### config.mk
export PLATFORM = sky130hd
export DESIGN_NAME = button_press_classifier
export DESIGN_NICKNAME = d
export VERILOG_FILES = /design/src/rtl/core/bpc_pkg.sv /design/src/rtl/core/bpc_front.sv /design/src/rtl/core/bpc_cmd_queue.sv /design/src/rtl/core/bpc_back.sv /design/src/rtl/core/button_press_classifier.sv
export SDC_FILE = /design/constraint.sdc
export NUM_CORES = 1
export LEC_CHECK = 0
export BUFFER_PORTS_ARGS = -buffer_cell sky130_fd_sc_hd__buf_2
export CORE_MARGIN = 4
export CORE_UTILIZATION = 45
export DETAILED_ROUTE_END_ITERATION = 10
export MAX_ROUTING_LAYER = met4
export SLEW_MARGIN = 20
export SYNTH_ARGS = -nofsm -noshare
export SYNTH_HDL_FRONTEND = slang
export SYNTH_SLANG_ARGS = --single-unit
### constraint.sdc
create_clock -name i_clk -period 17.2 [get_ports i_clk]
set_input_delay 1.72 -clock i_clk [delete_from_list [all_inputs] [get_ports i_clk]]
set_output_delay 1.72 -clock i_clk [all_outputs]
set_load 0.02 [all_outputs]
### src/rtl/core/bpc_pkg.sv
package bpc_pkg;

    // default timing values, used where a timing register holds zero
    localparam logic [15:0] DEF_DEBOUNCE   = 16'd20;
    localparam logic [15:0] DEF_SHORT      = 16'd600;
    localparam logic [15:0] DEF_LONG       = 16'd1500;
    localparam logic        DEF_ACTIVE_LOW = 1'b1;

    localparam logic [6:0]  PCT_FULL = 7'd100;

    // configuration register indexes
    localparam logic [1:0] CFG_DEBOUNCE   = 2'd0;
    localparam logic [1:0] CFG_SHORT      = 2'd1;
    localparam logic [1:0] CFG_LONG       = 2'd2;
    localparam logic [1:0] CFG_ACTIVE_LOW = 2'd3;

    // command queue between front and back
    localparam int Q_DEPTH = 4;
    localparam int Q_AW    = $clog2(Q_DEPTH);
    localparam int Q_CW    = $clog2(Q_DEPTH + 1);

    // progress division: numerator is at most 65535 * 100, quotient below 100
    localparam int NUM_W = 23;
    localparam int QUO_W = 7;
    localparam int BIT_W = 3;

    typedef enum logic [2:0] {
        EV_DOWN    = 3'd0,
        EV_SHORT   = 3'd1,
        EV_TICK    = 3'd2,
        EV_CONFIRM = 3'd3,
        EV_CANCEL  = 3'd4,
        EV_UP      = 3'd5
    } t_event;

    typedef enum logic [2:0] {
        ST_IDLE      = 3'd0,
        ST_DEB_PRESS = 3'd1,
        ST_PRESSED   = 3'd2,
        ST_LONG_OK   = 3'd3,
        ST_DEB_REL   = 3'd4
    } t_state;

    typedef enum logic [1:0] {
        BK_IDLE = 2'd0,
        BK_DIV  = 2'd1,
        BK_DONE = 2'd2
    } t_bstate;

    typedef struct packed {
        logic        pin_level;
        logic [31:0] time_ms;
    } t_in_item;

    typedef struct packed {
        logic [2:0]  event_kind;
        logic [31:0] press_duration;
        logic [6:0]  charge_pct;
        logic        last_event;
    } t_out_item;

    // one event waiting for the back end
    typedef struct packed {
        logic [2:0]       kind;
        logic [31:0]      dur;
        logic [6:0]       prog;
        logic             last;
        logic             need_div;
        logic [NUM_W-1:0] num;
        logic [15:0]      span;
    } t_cmd;

    // up to two commands written per accepted request
    typedef struct packed {
        logic push0;
        logic push1;
        t_cmd cmd0;
        t_cmd cmd1;
    } t_q_wr;

endpackage

### src/rtl/core/bpc_front.sv
module bpc_front (
    input  logic              i_clk,
    input  logic              i_rst_n,
    input  logic              i_push,
    output logic              o_full,
    input  bpc_pkg::t_in_item i_item,
    input  logic              i_cfg_valid,
    output logic              o_cfg_ready,
    input  logic [1:0]        i_cfg_index,
    input  logic [15:0]       i_cfg_data,
    input  logic              i_q_room,
    output bpc_pkg::t_q_wr    o_q_wr
);
    import bpc_pkg::*;

    t_state      r_state, n_state;
    logic [31:0] r_entry, n_entry;
    logic [31:0] r_start, n_start;
    logic        r_charging, n_charging;

    logic [15:0] r_deb, r_sp, r_lp;
    logic        r_active_low;

    logic        accept;
    logic        pressed;
    logic [15:0] deb, sp, lp;
    logic [31:0] now, dur, elapsed;
    logic        dur_ge_sp, dur_ge_lp;
    logic [15:0] cur, span;

    function automatic t_cmd mk_cmd(input logic [2:0] kind, input logic [31:0] d,
                                    input logic [6:0] p, input logic l);
        t_cmd c;
        c          = '0;
        c.kind     = kind;
        c.dur      = d;
        c.prog     = p;
        c.last     = l;
        return c;
    endfunction

    assign o_full      = !i_q_room;
    assign o_cfg_ready = 1'b1;
    assign accept      = i_push && i_q_room;

    assign now     = i_item.time_ms;
    assign pressed = r_active_low ? !i_item.pin_level : i_item.pin_level;
    assign deb     = (r_deb == 16'd0) ? DEF_DEBOUNCE : r_deb;
    assign sp      = (r_sp  == 16'd0) ? DEF_SHORT    : r_sp;
    assign lp      = (r_lp  == 16'd0) ? DEF_LONG     : r_lp;
    assign dur     = now - r_start;
    assign elapsed = now - r_entry;

    assign dur_ge_sp = dur >= {16'h0, sp};
    assign dur_ge_lp = dur >= {16'h0, lp};
    // inside the charging window both fit in 16 bits
    assign cur       = dur[15:0] - sp;
    assign span      = lp - sp;

    // configuration registers
    always_ff @(posedge i_clk) begin
        if (!i_rst_n) begin
            r_deb        <= DEF_DEBOUNCE;
            r_sp         <= DEF_SHORT;
            r_lp         <= DEF_LONG;
            r_active_low <= DEF_ACTIVE_LOW;
        end else if (i_cfg_valid) begin
            case (i_cfg_index)
                CFG_DEBOUNCE:   r_deb        <= i_cfg_data;
                CFG_SHORT:      r_sp         <= i_cfg_data;
                CFG_LONG:       r_lp         <= i_cfg_data;
                CFG_ACTIVE_LOW: r_active_low <= i_cfg_data[0];
                default: ;
            endcase
        end
    end

    always_ff @(posedge i_clk) begin
        if (!i_rst_n) begin
            r_state    <= ST_IDLE;
            r_entry    <= '0;
            r_start    <= '0;
            r_charging <= 1'b0;
        end else begin
            r_state    <= n_state;
            r_entry    <= n_entry;
            r_start    <= n_start;
            r_charging <= n_charging;
        end
    end

    always_comb begin
        n_state    = r_state;
        n_entry    = r_entry;
        n_start    = r_start;
        n_charging = r_charging;
        o_q_wr     = '0;
        if (accept) begin
            case (r_state)
                ST_IDLE: begin
                    if (pressed) begin
                        n_entry = now;
                        n_state = ST_DEB_PRESS;
                    end
                end
                ST_DEB_PRESS: begin
                    if (!pressed) begin
                        n_state = ST_IDLE;
                    end else if (elapsed >= {16'h0, deb}) begin
                        n_start      = now;
                        n_charging   = 1'b0;
                        n_state      = ST_PRESSED;
                        o_q_wr.push0 = 1'b1;
                        o_q_wr.cmd0  = mk_cmd(EV_DOWN, 32'd0, 7'd0, 1'b1);
                    end
                end
                ST_PRESSED: begin
                    if (pressed) begin
                        if (dur_ge_sp && !dur_ge_lp) begin
                            n_charging           = 1'b1;
                            o_q_wr.push0         = 1'b1;
                            o_q_wr.cmd0          = mk_cmd(EV_TICK, dur, 7'd0, 1'b1);
                            o_q_wr.cmd0.need_div = 1'b1;
                            o_q_wr.cmd0.num      = {7'h0, cur} * 23'd100;
                            o_q_wr.cmd0.span     = span;
                        end else if (dur_ge_lp) begin
                            n_state      = ST_LONG_OK;
                            o_q_wr.push0 = 1'b1;
                            o_q_wr.cmd0  = mk_cmd(EV_CONFIRM, dur, PCT_FULL, 1'b1);
                        end
                    end else begin
                        n_entry      = now;
                        n_state      = ST_DEB_REL;
                        o_q_wr.push0 = 1'b1;
                        if (!dur_ge_sp || r_charging) begin
                            // short press or cancel, then up
                            o_q_wr.cmd0  = mk_cmd(dur_ge_sp ? EV_CANCEL : EV_SHORT,
                                                  dur, 7'd0, 1'b0);
                            o_q_wr.push1 = 1'b1;
                            o_q_wr.cmd1  = mk_cmd(EV_UP, dur, 7'd0, 1'b1);
                        end else begin
                            o_q_wr.cmd0 = mk_cmd(EV_UP, dur, 7'd0, 1'b1);
                        end
                    end
                end
                ST_LONG_OK: begin
                    if (!pressed) begin
                        n_entry      = now;
                        n_state      = ST_DEB_REL;
                        o_q_wr.push0 = 1'b1;
                        o_q_wr.cmd0  = mk_cmd(EV_UP, dur, PCT_FULL, 1'b1);
                    end
                end
                ST_DEB_REL: begin
                    if (pressed) begin
                        n_entry = now;
                    end else if (elapsed >= {16'h0, deb}) begin
                        n_state = ST_IDLE;
                    end
                end
                default: begin
                    n_state = ST_IDLE;
                end
            endcase
        end
    end

endmodule

### src/rtl/core/bpc_cmd_queue.sv
module bpc_cmd_queue (
    input  logic           i_clk,
    input  logic           i_rst_n,
    input  bpc_pkg::t_q_wr i_q_wr,
    output logic           o_room,
    input  logic           i_pop,
    output logic           o_empty,
    output bpc_pkg::t_cmd  o_head
);
    import bpc_pkg::*;

    t_cmd            r_mem [Q_DEPTH];
    logic [Q_AW-1:0] r_wr_ptr, r_rd_ptr;
    logic [Q_CW-1:0] r_count;
    logic [Q_CW-1:0] n_count;
    logic [Q_AW-1:0] wr_ptr1;
    logic            do_pop;

    assign do_pop  = i_pop && !o_empty;
    assign o_empty = (r_count == '0);
    assign o_head  = r_mem[r_rd_ptr];
    // room for the largest group of events one request can make
    assign o_room  = r_count <= Q_CW'(Q_DEPTH - 2);
    assign wr_ptr1 = r_wr_ptr + 1'b1;

    always_comb begin
        n_count = r_count + Q_CW'(i_q_wr.push0) + Q_CW'(i_q_wr.push1) - Q_CW'(do_pop);
    end

    always_ff @(posedge i_clk) begin
        if (i_q_wr.push0) begin
            r_mem[r_wr_ptr] <= i_q_wr.cmd0;
        end
        if (i_q_wr.push1) begin
            r_mem[wr_ptr1] <= i_q_wr.cmd1;
        end
    end

    always_ff @(posedge i_clk) begin
        if (!i_rst_n) begin
            r_wr_ptr <= '0;
            r_rd_ptr <= '0;
            r_count  <= '0;
        end else begin
            r_wr_ptr <= r_wr_ptr + Q_AW'(i_q_wr.push0) + Q_AW'(i_q_wr.push1);
            r_rd_ptr <= r_rd_ptr + Q_AW'(do_pop);
            r_count  <= n_count;
        end
    end

    a_count_bound: assert property (@(posedge i_clk) disable iff (!i_rst_n)
        r_count <= Q_CW'(Q_DEPTH))
        else $error("command queue count beyond depth");

    a_second_needs_first: assert property (@(posedge i_clk) disable iff (!i_rst_n)
        i_q_wr.push1 |-> i_q_wr.push0)
        else $error("second command written without the first");

endmodule

### src/rtl/core/bpc_back.sv
module bpc_back (
    input  logic               i_clk,
    input  logic               i_rst_n,
    input  logic               i_q_empty,
    input  bpc_pkg::t_cmd      i_q_head,
    output logic               o_q_pop,
    output logic               o_empty,
    input  logic               i_pop,
    output bpc_pkg::t_out_item o_item
);
    import bpc_pkg::*;

    t_bstate          r_bstate, n_bstate;
    t_cmd             r_cmd, n_cmd;
    logic [NUM_W-1:0] r_rem, n_rem;
    logic [QUO_W-1:0] r_quo, n_quo;
    logic [BIT_W-1:0] r_bit, n_bit;
    logic             r_out_valid, n_out_valid;
    t_out_item        r_out, n_out;

    logic             slot_free;
    logic [NUM_W-1:0] trial;

    assign o_empty   = !r_out_valid;
    assign o_item    = r_out;
    assign slot_free = !r_out_valid || i_pop;
    assign trial     = {7'h0, r_cmd.span} << r_bit;

    always_ff @(posedge i_clk) begin
        if (!i_rst_n) begin
            r_bstate    <= BK_IDLE;
            r_out_valid <= 1'b0;
        end else begin
            r_bstate    <= n_bstate;
            r_out_valid <= n_out_valid;
        end
    end

    always_ff @(posedge i_clk) begin
        r_cmd <= n_cmd;
        r_rem <= n_rem;
        r_quo <= n_quo;
        r_bit <= n_bit;
        r_out <= n_out;
    end

    always_comb begin
        n_bstate    = r_bstate;
        n_cmd       = r_cmd;
        n_rem       = r_rem;
        n_quo       = r_quo;
        n_bit       = r_bit;
        n_out       = r_out;
        n_out_valid = r_out_valid && !i_pop;
        o_q_pop     = 1'b0;
        case (r_bstate)
            BK_IDLE: begin
                if (!i_q_empty) begin
                    if (i_q_head.need_div) begin
                        o_q_pop  = 1'b1;
                        n_cmd    = i_q_head;
                        n_rem    = i_q_head.num;
                        n_quo    = '0;
                        n_bit    = BIT_W'(QUO_W - 1);
                        n_bstate = BK_DIV;
                    end else if (slot_free) begin
                        o_q_pop              = 1'b1;
                        n_out_valid          = 1'b1;
                        n_out.event_kind     = i_q_head.kind;
                        n_out.press_duration = i_q_head.dur;
                        n_out.charge_pct     = i_q_head.prog;
                        n_out.last_event     = i_q_head.last;
                    end
                end
            end
            BK_DIV: begin
                // restoring division, one quotient bit per cycle
                if (r_rem >= trial) begin
                    n_rem = r_rem - trial;
                    n_quo = r_quo | (QUO_W'(1) << r_bit);
                end
                if (r_bit == '0) begin
                    n_bstate = BK_DONE;
                end else begin
                    n_bit = r_bit - 1'b1;
                end
            end
            BK_DONE: begin
                if (slot_free) begin
                    n_out_valid          = 1'b1;
                    n_out.event_kind     = r_cmd.kind;
                    n_out.press_duration = r_cmd.dur;
                    n_out.charge_pct     = r_quo;
                    n_out.last_event     = r_cmd.last;
                    n_bstate             = BK_IDLE;
                end
            end
            default: begin
                n_bstate = BK_IDLE;
            end
        endcase
    end

    a_pop_not_empty: assert property (@(posedge i_clk) disable iff (!i_rst_n)
        o_q_pop |-> !i_q_empty)
        else $error("command popped from an empty queue");

    a_span_nonzero: assert property (@(posedge i_clk) disable iff (!i_rst_n)
        (r_bstate == BK_DIV) |-> (r_cmd.span != 16'd0))
        else $error("progress division by zero span");

    a_tick_below_full: assert property (@(posedge i_clk) disable iff (!i_rst_n)
        (r_out_valid && r_out.event_kind == EV_TICK) |-> (r_out.charge_pct < PCT_FULL))
        else $error("tick progress reached full charge");

endmodule

### src/rtl/core/button_press_classifier.sv
// button press classifier: each request is one poll sample of the button pin (raw level
// and a free-running millisecond timestamp). the front end debounces the pin and runs the
// press state machine in the cycle the sample is taken, and queues zero, one or two events
// (down, short press, long tick, long confirm, cancel, up; the last event of a sample has
// last_event set). the back end turns events into results; a long tick computes its
// percent progress in a restoring divider at one quotient bit per cycle, while every other
// event passes straight to the result slot. samples are taken one per cycle while
// the four-entry event queue has room for two more events; during long-press charging the
// divider limits the sustained sample rate. the timing registers take their defaults
// (20, 600 and 1500 ms) when written as zero; cfg_ready is always high.
module button_press_classifier (
    input  logic               i_clk,
    input  logic               i_rst_n,
    // sample requests
    input  logic               push,
    output logic               full,
    input  bpc_pkg::t_in_item  i_item,
    // event results
    output logic               empty,
    input  logic               pop,
    output bpc_pkg::t_out_item o_item,
    // configuration writes
    input  logic               i_cfg_valid,
    output logic               o_cfg_ready,
    input  logic [1:0]         i_cfg_index,
    input  logic [15:0]        i_cfg_data
);
    import bpc_pkg::*;

    t_q_wr q_wr;
    logic  q_room;
    logic  q_empty;
    logic  q_pop;
    t_cmd  q_head;

    // front end: debounce, press state machine and event classification
    bpc_front u_front (
        .i_clk       (i_clk),
        .i_rst_n     (i_rst_n),
        .i_push      (push),
        .o_full      (full),
        .i_item      (i_item),
        .i_cfg_valid (i_cfg_valid),
        .o_cfg_ready (o_cfg_ready),
        .i_cfg_index (i_cfg_index),
        .i_cfg_data  (i_cfg_data),
        .i_q_room    (q_room),
        .o_q_wr      (q_wr)
    );

    // short event queue so either side can stall on its own
    bpc_cmd_queue u_queue (
        .i_clk   (i_clk),
        .i_rst_n (i_rst_n),
        .i_q_wr  (q_wr),
        .o_room  (q_room),
        .i_pop   (q_pop),
        .o_empty (q_empty),
        .o_head  (q_head)
    );

    // back end: progress divider and registered result slot
    bpc_back u_back (
        .i_clk     (i_clk),
        .i_rst_n   (i_rst_n),
        .i_q_empty (q_empty),
        .i_q_head  (q_head),
        .o_q_pop   (q_pop),
        .o_empty   (empty),
        .i_pop     (pop),
        .o_item    (o_item)
    );

endmodule

==> impl_metrics.toml <==
[outcome]
status = "complete, no violations"

[timing]
maxSlewViolCount = 0
finClkSkew_ns = 0.0363
worstMarginPinSlew_ns = 1.11
tns_ns = 0
max_freq_ghz = 0.119
hold_viol = 0
rsz0062_at_grt = "no"
period_share = 0.490
period_minus_slack_ns = 8.43
setup_viol = 0
max_slew_margin = 0.255

[detailed_routing]
first_pass_iters = 5
drc = 0
wire_per_inst_um = 20.6
via_count = 25500
final_antenna_net_count = 0
wl_mm = 89.5
initialDrtViolationCount = 2113
avgViaCountPerCell = 5.88

[clock_network]
h-tree-depth = 2
clk_latency_ns = 0.65
cts_hold_buf = 0
cts-root-buf = "clkbuf_16"
cts_tree = "built"
cts_setup_buffers = 0
cts_resized = 0
clkSinkCount = 555
cts_buffers = 61
cts.clk_slew.worst_paths_ns = 0.05
clockBufferDepth = 3

[global_routing]
grt-ovfl-total = 0
grt_start_max_net_pins = 137
grt_pass1_vias = 24600
track_usage = 0.230
grt_antenna_before_repair = 0
grt_pass1_wl_mm = 140

[synth]
synth.distinct_cells = 97
synth-edff-count = 268
syn-num-nets = 3638
ys_seq_area_frac = 0.416
ys_ff_latch = 555
syn-mean-instance-area_um2 = 9.88
async_reset_ff_frac = 0
syn_inst = 3355
netlist_area_um2 = 33200
ys.flop_type = "dfxtp_1"
yosys_warnings = 0

[power]
cellLeakagePower_uw = 0.0146
power.total_uw = 4600
ir_worst_vdd_v = 0.000116
p_per_area_nw_per_um2 = 127

[critical_path]
path_max_fanout = 36
crit_buf_inv = 6
crit_family = "compound AO/OA/AOI/OAI gates"
start_kind = "primary input"
crit_arrival_ns = 8.72
cpMostUsedCell = "a21o_1"
crit_required_ns = 17.49
cpPeakStageDelay_ns = 0.67
cp-end-kind = "flop"
critPathKind = "in -> reg"
cp_slowest_cell = "nand2_1"

[die]
die_h_um = 279
die_w_um = 279
num_rows = 99
dieArea_um2 = 78100
start_util = 0.454
design.core.area_um2 = 73000
io_pins = 102

[placement]
gp_congestion = 0.921
port_buffers = 100
dp_hpwl_mm = 62.5

[finish]
drive_gt1_frac = 0.109
diodes = 0
fin_nets = 3617
final_common_cell = "nand2_1"
area_growth_pct = 9.60
final_cell_mix = "nand2_1 (440), dfxtp_1 (285), edfxtp_1 (268), o21ai_0 (234), ha_1 (208)"

[flow_run]
drv_cap = 0

[min_path]
holdCritPathClass = "reg -> reg"
-- state kept, by name (all words and copies together) (netlist names), 3 cells and up --
name / count
u_back.o_item: 43
u_front.r_start: 32
u_front.r_sp: 16
u_back.r_rem: 23
u_front.r_state: 3
u_front.r_lp: 16
u_back.r_cmd: 52
u_back.r_quo: 7
u_back.r_bit: 3
u_front.r_deb: 16
u_queue.r_mem: 300
u_front.r_entry: 32
u_queue.r_count: 3
-- area by class of cell --
type | instances | area [um^2]
multi-input combinational | 2380 | 17700
inverter | 206 | 773
timing repair buffer | 130 | 756
tap | 959 | 1200
fill | 6704 | 36600
clock buffer | 91 | 1820
clock inverter | 20 | 268
sequential | 555 | 13800
-- Yosys cell counts, drive strengths merged (7+ instances only) --
master | number | area [um^2]
xnor2 | 62 | 543
nor2 | 125 | 469
dfxtp | 287 | 5750
nor3b | 9 | 67.6
mux2 | 13 | 146
ha | 208 | 2600
nor3 | 37 | 195
nor2b | 55 | 344
xor2 | 37 | 324
a211oi | 85 | 656
and2 | 23 | 144
o2111ai | 7 | 67.6
o21bai | 16 | 120
o211ai | 16 | 120
nand2b | 37 | 231
nand2 | 440 | 1650
a21o | 58 | 435
a31oi | 8 | 50.1
o31ai | 18 | 168
and4 | 13 | 114
a21boi | 88 | 661
mux2i | 206 | 2060
nand3 | 53 | 265
o21a | 28 | 210
a21oi | 192 | 965
o311ai | 8 | 105
or4 | 8 | 60.1
inv | 205 | 769
nor4 | 22 | 144
a2111oi | 7 | 67.6
and3 | 13 | 81.3
edfxtp | 268 | 8050
or3 | 19 | 119
clkbuf | 142 | 533
mux4 | 81 | 1820
buf | 72 | 419
nand4 | 27 | 169
o21ai | 254 | 1290
or2 | 12 | 75.1
fa | 19 | 380
-- final timing paths --
check,from,endpoint,slack (ns),depth (start not counted)
worst max register to register,u_front.r_start[4]$_SDFFE_PN0P_,u_queue.r_mem[2][56]$_DFFE_PP_,9.75,22
worst min register to register,u_front.r_entry[15]$_SDFFE_PN0P_,u_front.r_entry[15]$_SDFFE_PN0P_,0.46,2
worst min-delay path,u_front.r_entry[15]$_SDFFE_PN0P_,u_front.r_entry[15]$_SDFFE_PN0P_,0.46,2
worst max-delay path,i_item[0],u_queue.r_mem[2][56]$_DFFE_PP_,8.77,25
-- stage by stage --
step	area (um^2)	hold slack [ns]	setup slack, ns	util	cells
after floorplan	33200	0.443	9.71	-	3355
after global placement	34200	0.454	8.19	0.469	4229
after detailed placement	34200	0.461	8.13	0.469	4229
after CTS	36300	0.470	8.76	0.497	4340
after global routing	36300	0.485	8.38	0.498	4341
final	36300	0.462	8.77	0.498	4341
-- routing by layer --
layer  track usage  part of all wire  vias up
li1              -                 -    12100
met1         0.321              0.46    12500
met5             -                 0        -
met2         0.357              0.46      799
met3        0.0315             0.061      136
met4        0.0535             0.023        0
-- logic make-up (layout without fill, tap and decap cells) --
family                   count (synthesis)  in the layout  synth area share
multiplexers                           300            300             0.122
AND/OR/NAND/NOR                        914            914             0.130
adder cells (fa/ha/maj)                227            227            0.0900
other                                    1              1          0.000113
buffers and inverters                  420            447            0.0520
flip-flops                             555            555             0.416
XOR/XNOR                                99             99            0.0262
AO/OA/AOI/OAI                          839            839             0.164
-- power by group --
part | switching [uW] | leakage, uW | internal [uW]
Combinational | 1030 | 0.00865 | 679
Clock | 547 | 0.00103 | 791
Sequential | 65.6 | 0.00494 | 1490
-- worst min-delay path, delay by kind of cell (launching register included) --
family	cells	cell delay (ns)
AO/OA/AOI/OAI	1	0.06
AND/OR/NAND/NOR	1	0.04
flip-flops	1	0.30
Note: power is estimated with default switching activity, not from simulation.
